## src/rtl/xsr_pkg.sv

```systemverilog
// Shared constants, codes and controller/datapath link types of the random source.
package xsr_pkg;

    localparam logic [63:0] GW_INIT0 = 64'h853c49e6748fea9b;
    localparam logic [63:0] GW_INIT1 = 64'hda3e39cb94b95bdb;
    localparam logic [63:0] GW_INIT2 = 64'h5b5ad4ceb667f385;
    localparam logic [63:0] GW_INIT3 = 64'h9266677dc26f26e8;

    localparam logic [63:0] SM_GAMMA = 64'h9e3779b97f4a7c15;
    localparam logic [63:0] SM_MUL1  = 64'hbf58476d1ce4e5b9;
    localparam logic [63:0] SM_MUL2  = 64'h94d049bb133111eb;

    localparam int ROT_OUT  = 7;
    localparam int ROT_W3   = 45;
    localparam int SHIFT_W1 = 17;

    // exponent of a mantissa whose leading one already sits at bit 52
    localparam logic [10:0] EXP_START = 11'd1022;

    localparam int DIV_STEPS = 64;
    localparam int DIV_CNT_W = $clog2(DIV_STEPS);

    typedef enum logic [1:0] {
        ACT_SEED = 2'd0,
        ACT_INT  = 2'd1,
        ACT_REAL = 2'd2,
        ACT_NONE = 2'd3
    } action_t;

    typedef enum logic [4:0] {
        OP_NONE,
        OP_LOAD,
        OP_SM_ADD,
        OP_SM_XS30,
        OP_SM_XS27,
        OP_MUL0,
        OP_MUL1,
        OP_MUL2,
        OP_MUL3,
        OP_SM_STORE,
        OP_ADVANCE,
        OP_SCRAMBLE,
        OP_DIV_STEP,
        OP_REAL_INIT,
        OP_NORM_STEP,
        OP_FIN_EMPTY,
        OP_FIN_INT,
        OP_FIN_REAL
    } op_t;

    typedef struct packed {
        op_t        op;
        logic       mul_sel;   // 0: first mixing constant, 1: second
        logic [1:0] word_idx;
    } cmd_t;

    typedef struct packed {
        logic empty;
        logic full_span;
        logic mant_top;
        logic mant_zero;
    } status_t;

endpackage

```

## src/rtl/xsr_if.sv

```systemverilog
// Request and result channel interfaces of the random source.
interface xsr_req_if;
    logic               valid;
    logic               ready;
    logic [1:0]         action;
    logic [63:0]        seed_value;
    logic signed [31:0] low_bound;
    logic signed [31:0] high_bound;

    modport source (output valid, action, seed_value, low_bound, high_bound, input ready);
    modport sink   (input valid, action, seed_value, low_bound, high_bound, output ready);
endinterface

interface xsr_res_if;
    logic               valid;
    logic               ready;
    logic               result_kind;
    logic signed [31:0] int_value;
    logic [63:0]        real_bits;

    modport source (output valid, result_kind, int_value, real_bits, input ready);
    modport sink   (input valid, result_kind, int_value, real_bits, output ready);
endinterface

```

## src/rtl/xsr_datapath.sv

```systemverilog
// Datapath: generator state, seed mixer, shared 32x32 multiplier, remainder and normaliser.
module xsr_datapath
(
    input  logic               clk,
    input  logic               rst_n,
    input  xsr_pkg::cmd_t      cmd,
    input  logic [63:0]        seed_value,
    input  logic signed [31:0] low_bound,
    input  logic signed [31:0] high_bound,
    output xsr_pkg::status_t   status,
    output logic               result_kind,
    output logic signed [31:0] int_value,
    output logic [63:0]        real_bits
);

    logic [63:0] gw_reg [4];
    logic [63:0] acc_reg;
    logic [63:0] z_reg;
    logic [63:0] prod_reg;
    logic [63:0] pp_reg;
    logic [63:0] rnd_reg;
    logic [31:0] rem_reg;
    logic [10:0] exp_reg;
    logic [31:0] lo_reg;
    logic [31:0] hi_reg;
    logic [31:0] span_reg;
    logic        res_kind_reg;
    logic [31:0] res_int_reg;
    logic [63:0] res_real_reg;

    logic [63:0] mul_const;
    logic [31:0] mul_a;
    logic [31:0] mul_b;
    logic [63:0] pp_next;
    logic [63:0] acc_sum;
    logic [63:0] t2;
    logic [63:0] t3;
    logic [63:0] rot_out;
    logic [32:0] trial;
    logic [32:0] trial_diff;
    logic [31:0] offset;

    // shared multiplier: low 64 bits of z * constant from three partial products
    assign mul_const = cmd.mul_sel ? xsr_pkg::SM_MUL2 : xsr_pkg::SM_MUL1;
    assign mul_a     = (cmd.op == xsr_pkg::OP_MUL2) ? z_reg[63:32] : z_reg[31:0];
    assign mul_b     = (cmd.op == xsr_pkg::OP_MUL1) ? mul_const[63:32] : mul_const[31:0];
    assign pp_next   = mul_a * mul_b;

    assign acc_sum = acc_reg + xsr_pkg::SM_GAMMA;

    assign t2      = gw_reg[2] ^ gw_reg[0];
    assign t3      = gw_reg[3] ^ gw_reg[1];
    assign rot_out = {rnd_reg[63-xsr_pkg::ROT_OUT:0], rnd_reg[63:64-xsr_pkg::ROT_OUT]};

    assign trial      = {rem_reg, rnd_reg[63]};
    assign trial_diff = trial - {1'b0, span_reg};

    assign offset = status.full_span ? rnd_reg[31:0] : rem_reg;

    assign status.empty     = $signed(lo_reg) >= $signed(hi_reg);
    assign status.full_span = (span_reg == 32'd0);
    assign status.mant_top  = rnd_reg[52];
    assign status.mant_zero = (rnd_reg[52:0] == 53'd0);

    assign result_kind = res_kind_reg;
    assign int_value   = res_int_reg;
    assign real_bits   = res_real_reg;

    // generator state
    always_ff @(posedge clk or negedge rst_n)
    begin
        if (!rst_n)
        begin
            gw_reg[0] <= xsr_pkg::GW_INIT0;
            gw_reg[1] <= xsr_pkg::GW_INIT1;
            gw_reg[2] <= xsr_pkg::GW_INIT2;
            gw_reg[3] <= xsr_pkg::GW_INIT3;
        end
        else if (cmd.op == xsr_pkg::OP_SM_STORE)
        begin
            gw_reg[cmd.word_idx] <= z_reg ^ (z_reg >> 31);
        end
        else if (cmd.op == xsr_pkg::OP_ADVANCE)
        begin
            gw_reg[0] <= gw_reg[0] ^ t3;
            gw_reg[1] <= gw_reg[1] ^ t2;
            gw_reg[2] <= t2 ^ (gw_reg[1] << xsr_pkg::SHIFT_W1);
            gw_reg[3] <= {t3[63-xsr_pkg::ROT_W3:0], t3[63:64-xsr_pkg::ROT_W3]};
        end
    end

    // working registers
    always_ff @(posedge clk)
    begin
        unique case (cmd.op)
            xsr_pkg::OP_LOAD:
            begin
                acc_reg  <= seed_value;
                lo_reg   <= low_bound;
                hi_reg   <= high_bound;
                span_reg <= high_bound - low_bound + 32'd1;
            end
            xsr_pkg::OP_SM_ADD:
            begin
                acc_reg <= acc_sum;
                z_reg   <= acc_sum;
            end
            xsr_pkg::OP_SM_XS30:
            begin
                z_reg <= z_reg ^ (z_reg >> 30);
            end
            xsr_pkg::OP_SM_XS27:
            begin
                z_reg <= z_reg ^ (z_reg >> 27);
            end
            xsr_pkg::OP_MUL0:
            begin
                pp_reg <= pp_next;
            end
            xsr_pkg::OP_MUL1:
            begin
                prod_reg <= pp_reg;
                pp_reg   <= pp_next;
            end
            xsr_pkg::OP_MUL2:
            begin
                prod_reg <= prod_reg + {pp_reg[31:0], 32'd0};
                pp_reg   <= pp_next;
            end
            xsr_pkg::OP_MUL3:
            begin
                z_reg <= prod_reg + {pp_reg[31:0], 32'd0};
            end
            xsr_pkg::OP_ADVANCE:
            begin
                rnd_reg <= gw_reg[1] + (gw_reg[1] << 2);   // times 5
            end
            xsr_pkg::OP_SCRAMBLE:
            begin
                rnd_reg <= rot_out + (rot_out << 3);       // times 9
                rem_reg <= 32'd0;
            end
            xsr_pkg::OP_DIV_STEP:
            begin
                // restoring remainder, one dividend bit per step
                rem_reg <= trial_diff[32] ? trial[31:0] : trial_diff[31:0];
                rnd_reg <= rnd_reg << 1;
            end
            xsr_pkg::OP_REAL_INIT:
            begin
                rnd_reg <= rnd_reg >> 11;
                exp_reg <= xsr_pkg::EXP_START;
            end
            xsr_pkg::OP_NORM_STEP:
            begin
                rnd_reg <= rnd_reg << 1;
                exp_reg <= exp_reg - 11'd1;
            end
            xsr_pkg::OP_FIN_EMPTY:
            begin
                res_kind_reg <= 1'b0;
                res_int_reg  <= lo_reg;
                res_real_reg <= 64'd0;
            end
            xsr_pkg::OP_FIN_INT:
            begin
                res_kind_reg <= 1'b0;
                res_int_reg  <= lo_reg + offset;
                res_real_reg <= 64'd0;
            end
            xsr_pkg::OP_FIN_REAL:
            begin
                res_kind_reg <= 1'b1;
                res_int_reg  <= 32'd0;
                res_real_reg <= status.mant_zero ? 64'd0
                                                 : {1'b0, exp_reg, rnd_reg[51:0]};
            end
            default:
            begin
            end
        endcase
    end

endmodule

```

## src/rtl/xsr_ctrl.sv

```systemverilog
// Controller: sequences seeding, draws, remainder and normalisation; owns the handshakes.
module xsr_ctrl
(
    input  logic             clk,
    input  logic             rst_n,
    input  logic             in_valid,
    input  logic [1:0]       in_action,
    output logic             in_ready,
    output logic             out_valid,
    input  logic             out_ready,
    input  xsr_pkg::status_t status,
    output xsr_pkg::cmd_t    cmd
);

    typedef enum logic [4:0] {
        S_IDLE,
        S_SM_ADD,
        S_SM_XS30,
        S_MUL0,
        S_MUL1,
        S_MUL2,
        S_MUL3,
        S_SM_XS27,
        S_SM_STORE,
        S_INT_SEL,
        S_ADVANCE,
        S_SCRAMBLE,
        S_DIV,
        S_REAL_INIT,
        S_NORM,
        S_FIN_EMPTY,
        S_FIN_INT,
        S_FIN_REAL
    } state_t;

    state_t                     state_reg;
    logic                       mul_sel_reg;
    logic [1:0]                 word_reg;
    logic                       real_reg;
    logic [xsr_pkg::DIV_CNT_W-1:0] cnt_reg;
    logic                       out_valid_reg;

    logic slot_free;
    logic norm_done;
    logic load_result;

    assign slot_free   = !out_valid_reg || out_ready;
    assign norm_done   = status.mant_top || status.mant_zero;
    assign load_result = slot_free && (state_reg == S_FIN_EMPTY || state_reg == S_FIN_INT
                                       || state_reg == S_FIN_REAL);
    assign in_ready    = (state_reg == S_IDLE);
    assign out_valid   = out_valid_reg;

    always_comb
    begin
        cmd.mul_sel  = mul_sel_reg;
        cmd.word_idx = word_reg;
        unique case (state_reg)
            S_IDLE:      cmd.op = in_valid ? xsr_pkg::OP_LOAD : xsr_pkg::OP_NONE;
            S_SM_ADD:    cmd.op = xsr_pkg::OP_SM_ADD;
            S_SM_XS30:   cmd.op = xsr_pkg::OP_SM_XS30;
            S_MUL0:      cmd.op = xsr_pkg::OP_MUL0;
            S_MUL1:      cmd.op = xsr_pkg::OP_MUL1;
            S_MUL2:      cmd.op = xsr_pkg::OP_MUL2;
            S_MUL3:      cmd.op = xsr_pkg::OP_MUL3;
            S_SM_XS27:   cmd.op = xsr_pkg::OP_SM_XS27;
            S_SM_STORE:  cmd.op = xsr_pkg::OP_SM_STORE;
            S_INT_SEL:   cmd.op = xsr_pkg::OP_NONE;
            S_ADVANCE:   cmd.op = xsr_pkg::OP_ADVANCE;
            S_SCRAMBLE:  cmd.op = xsr_pkg::OP_SCRAMBLE;
            S_DIV:       cmd.op = xsr_pkg::OP_DIV_STEP;
            S_REAL_INIT: cmd.op = xsr_pkg::OP_REAL_INIT;
            S_NORM:      cmd.op = norm_done ? xsr_pkg::OP_NONE : xsr_pkg::OP_NORM_STEP;
            S_FIN_EMPTY: cmd.op = slot_free ? xsr_pkg::OP_FIN_EMPTY : xsr_pkg::OP_NONE;
            S_FIN_INT:   cmd.op = slot_free ? xsr_pkg::OP_FIN_INT : xsr_pkg::OP_NONE;
            S_FIN_REAL:  cmd.op = slot_free ? xsr_pkg::OP_FIN_REAL : xsr_pkg::OP_NONE;
            default:     cmd.op = xsr_pkg::OP_NONE;
        endcase
    end

    always_ff @(posedge clk or negedge rst_n)
    begin
        if (!rst_n)
        begin
            state_reg     <= S_IDLE;
            mul_sel_reg   <= 1'b0;
            word_reg      <= 2'd0;
            real_reg      <= 1'b0;
            cnt_reg       <= '0;
            out_valid_reg <= 1'b0;
        end
        else
        begin
            if (load_result)
            begin
                out_valid_reg <= 1'b1;
            end
            else if (out_valid_reg && out_ready)
            begin
                out_valid_reg <= 1'b0;
            end

            unique case (state_reg)
                S_IDLE:
                begin
                    if (in_valid)
                    begin
                        mul_sel_reg <= 1'b0;
                        word_reg    <= 2'd0;
                        unique case (xsr_pkg::action_t'(in_action))
                            xsr_pkg::ACT_SEED:
                            begin
                                state_reg <= S_SM_ADD;
                            end
                            xsr_pkg::ACT_INT:
                            begin
                                real_reg  <= 1'b0;
                                state_reg <= S_INT_SEL;
                            end
                            xsr_pkg::ACT_REAL:
                            begin
                                real_reg  <= 1'b1;
                                state_reg <= S_ADVANCE;
                            end
                            default:
                            begin
                                state_reg <= S_IDLE;
                            end
                        endcase
                    end
                end
                S_SM_ADD:   state_reg <= S_SM_XS30;
                S_SM_XS30:  state_reg <= S_MUL0;
                S_MUL0:     state_reg <= S_MUL1;
                S_MUL1:     state_reg <= S_MUL2;
                S_MUL2:     state_reg <= S_MUL3;
                S_MUL3:     state_reg <= mul_sel_reg ? S_SM_STORE : S_SM_XS27;
                S_SM_XS27:
                begin
                    mul_sel_reg <= 1'b1;
                    state_reg   <= S_MUL0;
                end
                S_SM_STORE:
                begin
                    mul_sel_reg <= 1'b0;
                    word_reg    <= word_reg + 2'd1;
                    state_reg   <= (word_reg == 2'd3) ? S_IDLE : S_SM_ADD;
                end
                S_INT_SEL:  state_reg <= status.empty ? S_FIN_EMPTY : S_ADVANCE;
                S_ADVANCE:  state_reg <= S_SCRAMBLE;
                S_SCRAMBLE:
                begin
                    cnt_reg <= '0;
                    priority if (real_reg)
                        state_reg <= S_REAL_INIT;
                    else if (status.full_span)
                        state_reg <= S_FIN_INT;
                    else
                        state_reg <= S_DIV;
                end
                S_DIV:
                begin
                    cnt_reg <= cnt_reg + 1'b1;
                    if (cnt_reg == xsr_pkg::DIV_CNT_W'(xsr_pkg::DIV_STEPS - 1))
                    begin
                        state_reg <= S_FIN_INT;
                    end
                end
                S_REAL_INIT: state_reg <= S_NORM;
                S_NORM:
                begin
                    if (norm_done)
                    begin
                        state_reg <= S_FIN_REAL;
                    end
                end
                S_FIN_EMPTY, S_FIN_INT, S_FIN_REAL:
                begin
                    if (slot_free)
                    begin
                        state_reg <= S_IDLE;
                    end
                end
                default: state_reg <= S_IDLE;
            endcase
        end
    end

endmodule

```

## src/rtl/xoshiro256ss_random_source.sv

```systemverilog
// Top level: xoshiro256** random source with SplitMix64 seeding.
// One item at a time; request ready only while the controller is idle. A reseed
// mixes four words in turn. An integer draw runs the 64-step serial remainder, but
// skips the draw for empty or reversed bounds and the remainder for the full span.
// A real draw is set by the one-bit normaliser.
// Results wait in the output register; asynchronous reset loads the fixed words.
module xoshiro256ss_random_source
(
    input logic      clk,
    input logic      rst_n,
    xsr_req_if.sink   request,
    xsr_res_if.source result
);

    xsr_pkg::cmd_t    cmd;
    xsr_pkg::status_t status;

    xsr_ctrl u_ctrl
    (
        .clk       (clk),
        .rst_n     (rst_n),
        .in_valid  (request.valid),
        .in_action (request.action),
        .in_ready  (request.ready),
        .out_valid (result.valid),
        .out_ready (result.ready),
        .status    (status),
        .cmd       (cmd)
    );

    xsr_datapath u_datapath
    (
        .clk         (clk),
        .rst_n       (rst_n),
        .cmd         (cmd),
        .seed_value  (request.seed_value),
        .low_bound   (request.low_bound),
        .high_bound  (request.high_bound),
        .status      (status),
        .result_kind (result.result_kind),
        .int_value   (result.int_value),
        .real_bits   (result.real_bits)
    );

    // an unused action code leaves the block idle
    a_unused_action_idle: assert property (@(posedge clk) disable iff (!rst_n)
        request.valid && request.ready && request.action == xsr_pkg::ACT_NONE
        |=> cmd.op == xsr_pkg::OP_NONE || cmd.op == xsr_pkg::OP_LOAD)
        else $error("unused action started work");

    // full span takes the low output bits directly, never the remainder loop
    a_no_div_full_span: assert property (@(posedge clk) disable iff (!rst_n)
        cmd.op == xsr_pkg::OP_DIV_STEP |-> !status.full_span)
        else $error("remainder step on full span");

    // normaliser never shifts past the leading one or a zero mantissa
    a_norm_bounded: assert property (@(posedge clk) disable iff (!rst_n)
        cmd.op == xsr_pkg::OP_NORM_STEP |-> !status.mant_top && !status.mant_zero)
        else $error("normalise step after leading one found");

    // a result is only loaded when the output register is free
    a_result_slot_free: assert property (@(posedge clk) disable iff (!rst_n)
        cmd.op == xsr_pkg::OP_FIN_EMPTY || cmd.op == xsr_pkg::OP_FIN_INT
        || cmd.op == xsr_pkg::OP_FIN_REAL
        |-> !result.valid || result.ready)
        else $error("result overwritten before taken");

endmodule

```

## src/flat_wrapper.sv

```systemverilog
// flat-port wrapper written by rule: the top's interface ports become plain ports
module xoshiro256ss_random_source_flat 
  (clk, rst_n, request_valid, request_action, request_seed_value, request_low_bound, request_high_bound, request_ready, result_valid, result_result_kind, result_int_value, result_real_bits, result_ready);
  xsr_req_if request_i ();
  xsr_res_if result_i ();
  input logic clk;
  input logic rst_n;
  input wire logic [$bits(request_i.valid)-1:0] request_valid;
  input wire logic [$bits(request_i.action)-1:0] request_action;
  input wire logic [$bits(request_i.seed_value)-1:0] request_seed_value;
  input wire logic [$bits(request_i.low_bound)-1:0] request_low_bound;
  input wire logic [$bits(request_i.high_bound)-1:0] request_high_bound;
  output wire logic [$bits(request_i.ready)-1:0] request_ready;
  output wire logic [$bits(result_i.valid)-1:0] result_valid;
  output wire logic [$bits(result_i.result_kind)-1:0] result_result_kind;
  output wire logic [$bits(result_i.int_value)-1:0] result_int_value;
  output wire logic [$bits(result_i.real_bits)-1:0] result_real_bits;
  input wire logic [$bits(result_i.ready)-1:0] result_ready;
  assign request_i.valid = request_valid;
  assign request_i.action = request_action;
  assign request_i.seed_value = request_seed_value;
  assign request_i.low_bound = request_low_bound;
  assign request_i.high_bound = request_high_bound;
  assign request_ready = request_i.ready;
  assign result_valid = result_i.valid;
  assign result_result_kind = result_i.result_kind;
  assign result_int_value = result_i.int_value;
  assign result_real_bits = result_i.real_bits;
  assign result_i.ready = result_ready;
  xoshiro256ss_random_source u_core (.clk(clk), .rst_n(rst_n), .request(request_i), .result(result_i));
endmodule
```

## config.mk

```make
export PLATFORM = sky130hd
export DESIGN_NAME = xoshiro256ss_random_source_flat
export DESIGN_NICKNAME = d
export VERILOG_FILES = /design/src/rtl/xsr_pkg.sv /design/src/rtl/xsr_if.sv /design/src/rtl/xsr_datapath.sv /design/src/rtl/xsr_ctrl.sv /design/src/rtl/xoshiro256ss_random_source.sv /design/src/flat_wrapper.sv
export SDC_FILE = /design/constraint.sdc
export NUM_CORES = 2
export LEC_CHECK = 0
export BUFFER_PORTS_ARGS = -buffer_cell sky130_fd_sc_hd__buf_2
export CAP_MARGIN = 20
export CELL_PAD_IN_SITES_DETAIL_PLACEMENT = 1
export CELL_PAD_IN_SITES_GLOBAL_PLACEMENT = 2
export CORE_MARGIN = 2
export CORE_UTILIZATION = 46
export DETAILED_ROUTE_END_ITERATION = 16
export PLACE_DENSITY = 0.95
export SETUP_SLACK_MARGIN = 0.02
export SLEW_MARGIN = 40
export SYNTH_ARGS = -nofsm -noshare
export SYNTH_HDL_FRONTEND = slang
export SYNTH_HIERARCHICAL = 1
export SYNTH_SLANG_ARGS = --single-unit
```

## constraint.sdc

```tcl
create_clock -name clk -period 24.1 [get_ports clk]
set_input_delay 1.205 -clock clk [delete_from_list [all_inputs] [get_ports clk]]
set_output_delay 1.205 -clock clk [all_outputs]
set_load 0.01 [all_outputs]
```

# After elaboration in Yosys (flattened, before gate mapping)
# Cells that the tools add are included.
[word_totals]
register_bits = 828
inputBits = 134
out_inout_bits = 99
wordCells = 169
[op_classes]
n_lt_le_gt_ge = 3
addsub = 11
mul = 1
reduce_logical = 35
n_mux = 45
n_eq_ne = 42
bitwise = 9
[op_table]
columns = ["cell", "n"]
rows = [
  ["$mux 256", 2],
  ["$pmux 64 s4", 2],
  ["$pmux 64 s2", 3],
  ["$xor 64x64->64", 5],
  ["$bwmux 256", 1],
  ["$add 64x64->64", 3],
  ["$demux 64 s2", 1],
  ["$mux 32", 4],
  ["$pmux 32 s3", 1],
  ["$pmux 5 s17", 1],
  ["$eq 5x4->1 const B", 16],
  ["$pmux 5 s15", 1],
  ["$add 64x64->64 const B", 1],
  ["$mul 32x32->64", 1],
  ["$mux 64", 1],
  ["$pmux 32 s2", 1],
  ["$xor 64x33->64", 1],
  ["$xor 64x34->64", 1],
  ["$xor 64x37->64", 1],
  ["$mux 63", 1],
  ["$mux 62", 1],
  ["$logic_not 53->1", 1],
  ["$eq 5x3->1 const B", 8],
  ["$mux 5", 8],
  ["other kinds (42)", 80],
]

# Longest topological paths before layout
[depth]
word_depth = 7
mapped_depth = 45
depth_no_buf = 41

# Modules after synthesis
# The synthesis kept the hierarchy.
[by_module_without_submodules]
columns = ["module", "area_each_um2", "seq_area_each_um2", "instances", "cells_per_inst"]
rows = [
  ["xsr_datapath", 82699.3, 23251.0, 1, 8507],
  ["xsr_ctrl", 1352.5, 400.4, 1, 156],
]

# Worst setup path after synthesis
# Ideal clock, no wire load.
[synth_path]
path_kind = "input port to flip-flop"
startpoint = "in result_ready"
endpoint = "reg u_core.u_datapath.pp_reg[63] (data pin)"
path_stages = 39
t_required_ps = 23840
setup_slack_ps = 13209
t_arrival_ps = 10631
setup_time_ps = 260
path_cell_list = "nand2b_1 nand3_1 mux2_2 o311ai_0 clkbuf_1 nor2b_1 nand2_1 clkbuf_1 clkbuf_1 ha_1 clkbuf_1 clkbuf_1 clkbuf_1 nor2_1 fa_1 fa_1 fa_1 inv_1 (+3 left out) fa_1 fa_1 inv_1 fa_1 inv_1 ha_1 clkbuf_1 a21o_1 a21o_1 a21o_1 a211oi_1 a21oi_1 o22ai_1 a31oi_1 a21o_1 a31o_2 a21oi_1 xnor2_1"
[synth_lines]
columns = ["element", "line", "rtl"]
rows = [
  ["start: declaration", "flat_wrapper.sv:18", "input wire logic [$bits(result_i.ready)-1:0] result_ready;"],
  ["end signal: assignment", "xsr_datapath.sv:118", "pp_reg <= pp_next;"],
  ["end signal: assignment", "xsr_datapath.sv:123", "pp_reg <= pp_next;"],
  ["end signal: assignment", "xsr_datapath.sv:128", "pp_reg <= pp_next;"],
  ["end: declaration", "xsr_datapath.sv:20", "logic [63:0] pp_reg;"],
]

==> impl_metrics.json <==
{
  "status": "completed",
  "place.gp.congestion": 0.990,
  "drt-vias-per-instance": 6.15,
  "avgSynthCellArea_um2": 9.70,
  "drc": 0,
  "multiInputGateArea_um2": 54600,
  "worst-path-buf-inv": 9,
  "async_reset_ff_share_pct": 32.9,
  "drt_iter0_markers": 6192,
  "die_w_um": 431,
  "setup_viol": 0,
  "cts.htree.levels": 3,
  "synth_cell_type_count": 119,
  "crit_path_top_delay_cell": "fa_1",
  "cts_sinks": 827,
  "fin_worst_skew_ns": 0.0718,
  "seq_area_frac_synth_pct": 28.1,
  "hold_violations": 0,
  "crit_path_start_kind": "flop",
  "grt_start_max_net_pins": 74,
  "max_cap_viol_count": 0,
  "crit_required_ns": 24.61,
  "drive_above_1_share_pct": 9.24,
  "antenna_found_initial": 10,
  "ant_nets": 0,
  "core-area_um2": 181000,
  "grt_use_total_pct": 33.3,
  "clkTransAtPathRegs_ns": 0.06,
  "tritoncts": "built",
  "largest_register_ffs": 256,
  "reg2regPathDepth": 41,
  "cts_buffer_depth": 3,
  "nets": 10300,
  "fin_ws_ns": 10.94,
  "worst_slew_pin_slew_ns": 1.04,
  "cp.depth": 41,
  "timing.fmax_ghz": 0.0760,
  "hp-class": "in2async",
  "grt.overflow.total": 0,
  "synth_edf_count": 555,
  "numCtsBuffers": 96,
  "cts-root-buf": "clkbuf_16",
  "critPathMaxFanout": 69,
  "layout_commonest_cell": "inv_1",
  "postCtsSetupRepairBufs": 0,
  "wl_per_cell_um": 27.9,
  "max-slew-margin-rel_pct": 30.5,
  "hpwl_um": 245000,
  "syn-num-nets": 10300,
  "rsz0062_at_grt": "false",
  "die_area_um2": 186000,
  "tns_ns": 0,
  "portBuffers": 231,
  "grt_pass1_wl_um": 468000,
  "seqCellArea_um2": 23700,
  "crit_top_cell": "fa_1",
  "hold_buffers": 0,
  "worstSetupPathType": "reg2reg",
  "cp.arrival_ns": 13.67,
  "ios": 233,
  "die_h_um": 431,
  "start_util_pct": 46.4,
  "syn_area_um2": 84100,
  "wl_um": 312000,
  "fin_crit_sh_pct": 54.6,
  "rows": 156,
  "slowest_delay_ns": 0.59,
  "ys_seq_elements": 827,
  "cpLargestDelayFamily": "adder cells",
  "clock_latency_ns": 0.77,
  "dp.cells": 11000,
  "synthToLayoutAreaGrowth_pct": 8.55,
  "vias": 68600,
  "postSynthCellCount": 8663,
  "pre_cts_ws_ns": 11.16,
  "firstDrtPassIters": 10,
  "grt_pass1_vias": 73300,
  "period_minus_slack_ns": 13.16,
  "cp-end-kind": "flop",
  "layoutNonFillerInstCount": 11200,
  "nFillCells": 20400,
  "slew_violations": 0,
  "final_cell_mix": "inv_1, fa_1, ha_1, nand2_1, edfxtp_1",
  "synth_flop_cell": "edfxtp_1",
  "yosys_warnings": 6,
  "cts_resized": 0
}
metal layers:
metal	vias up	wire (um)	global-route usage, %
met5	-	12	0
met4	2	22300	20.7
met3	868	21400	4.73
met2	2878	148000	54.6
met1	35200	121000	41.6
li1	29700	-	-
stage by stage:
stage | util (%) | instance area (um^2) | hold WS [ns]
floorplan | - | 84100 | 0.461
finish | 50.4 | 91200 | 0.362
CTS | 50.3 | 91100 | 0.332
global placement | 48.4 | 87600 | 0.492
global route | 50.4 | 91200 | 0.356
detailed placement | 48.5 | 87800 | 0.504
layout make-up:
type,count,area share (%)
sequential,827,25.9
clock buffer,131,2.99
multi-input combinational,6249,59.9
tap,2370,3.25
timing repair buffer,343,2.42
clock inverter,48,0.621
antenna,4,0.0110
inverter,1198,4.93
cells in the mapped netlist (11+ instances only):
cell type  count  area share (%)
o21bai_1      59            0.53
nor3_1       115            0.68
a31oi_1       37            0.28
buf_1         25            0.11
o22ai_1       52            0.39
a22o_1        33            0.34
clkbuf_1     346             1.5
nand3_1       79            0.47
fa_1         803              19
and2_1       180             1.3
nand2b_1     128            0.95
nor2b_1       61            0.45
and3_1        27            0.20
inv_1       1189             5.3
edfxtp_1     555              20
or3_1         19            0.14
dfrtp_1      129             3.8
or2_2         18            0.13
xnor2_1      439             4.6
o22a_1        11            0.11
a21oi_1      478             2.8
a222oi_1      48            0.57
o31ai_1       18            0.16
a31o_2        11            0.11
nor4_1        41            0.31
xor2_1       239             2.5
nor2_1       556             2.5
nand4_1       71            0.53
mux2_2        55            0.74
a211oi_1      35            0.31
a22oi_1       38            0.34
o21a_1        74            0.66
o21ai_0      485             2.9
a221o_1      150             1.8
o221ai_1      34            0.35
a21o_1       172             1.5
mux2i_1       42            0.50
o211a_1       19            0.23
a221oi_1      15            0.16
nor3b_1       65            0.58
dfstp_2      143             4.5
o21ai_1       16           0.095
ha_1         678              10
o211ai_1      27            0.24
nand2_1      651             2.9
worst register-to-register path, delay by kind of cell, from the launching register on:
kind	cells	cell delay, ns
flops	1	0.53
simple gates	15	4.13
xor+xnor	1	0.14
fa+ha+maj	9	4.54
buf+inv	9	1.66
compound gates	7	1.91
path summary, 6_finish.rpt:
check	from	slack (ns)	end
setup / recovery	u_core/u_datapath/rnd_reg[11]$_DFFE_PP_	10.94	u_core/u_datapath/pp_reg[60]$_DFFE_PP_
hold / removal	rst_n	0.36	u_core/u_datapath/gw_reg[2]$_DFFE_PN0P_
hold reg to reg	u_core/u_datapath/pp_reg[44]$_DFFE_PP_	0.50	u_core/u_datapath/prod_reg[44]$_DFFE_PP_
setup reg to reg	u_core/u_datapath/rnd_reg[11]$_DFFE_PP_	10.94	u_core/u_datapath/pp_reg[60]$_DFFE_PP_
max in group asynchronous	rst_n	22.02	u_core/u_datapath/gw_reg[250]$_DFFE_PN1P_
min in group clk	u_core/u_datapath/pp_reg[44]$_DFFE_PP_	0.50	u_core/u_datapath/prod_reg[44]$_DFFE_PP_
logic make-up (layout without fill, tap and decap cells):
logic type | after synthesis | after routing | synth area share (%)
flip-flops | 827 | 827 | 28.1
adder cells (fa/ha/maj) | 1481 | 1481 | 29.2
XOR/XNOR | 678 | 678 | 7.06
AO/OA/AOI/OAI | 1936 | 1936 | 15.5
multiplexers | 98 | 98 | 1.25
AND/OR/NAND/NOR | 2055 | 2055 | 11.6
other | 1 | 5 | 0.00446
buffers and inverters | 1587 | 1720 | 7.20
Power is not shown: default switching activity piles up to over one toggle a cycle in this logic, so the estimate is an artifact.
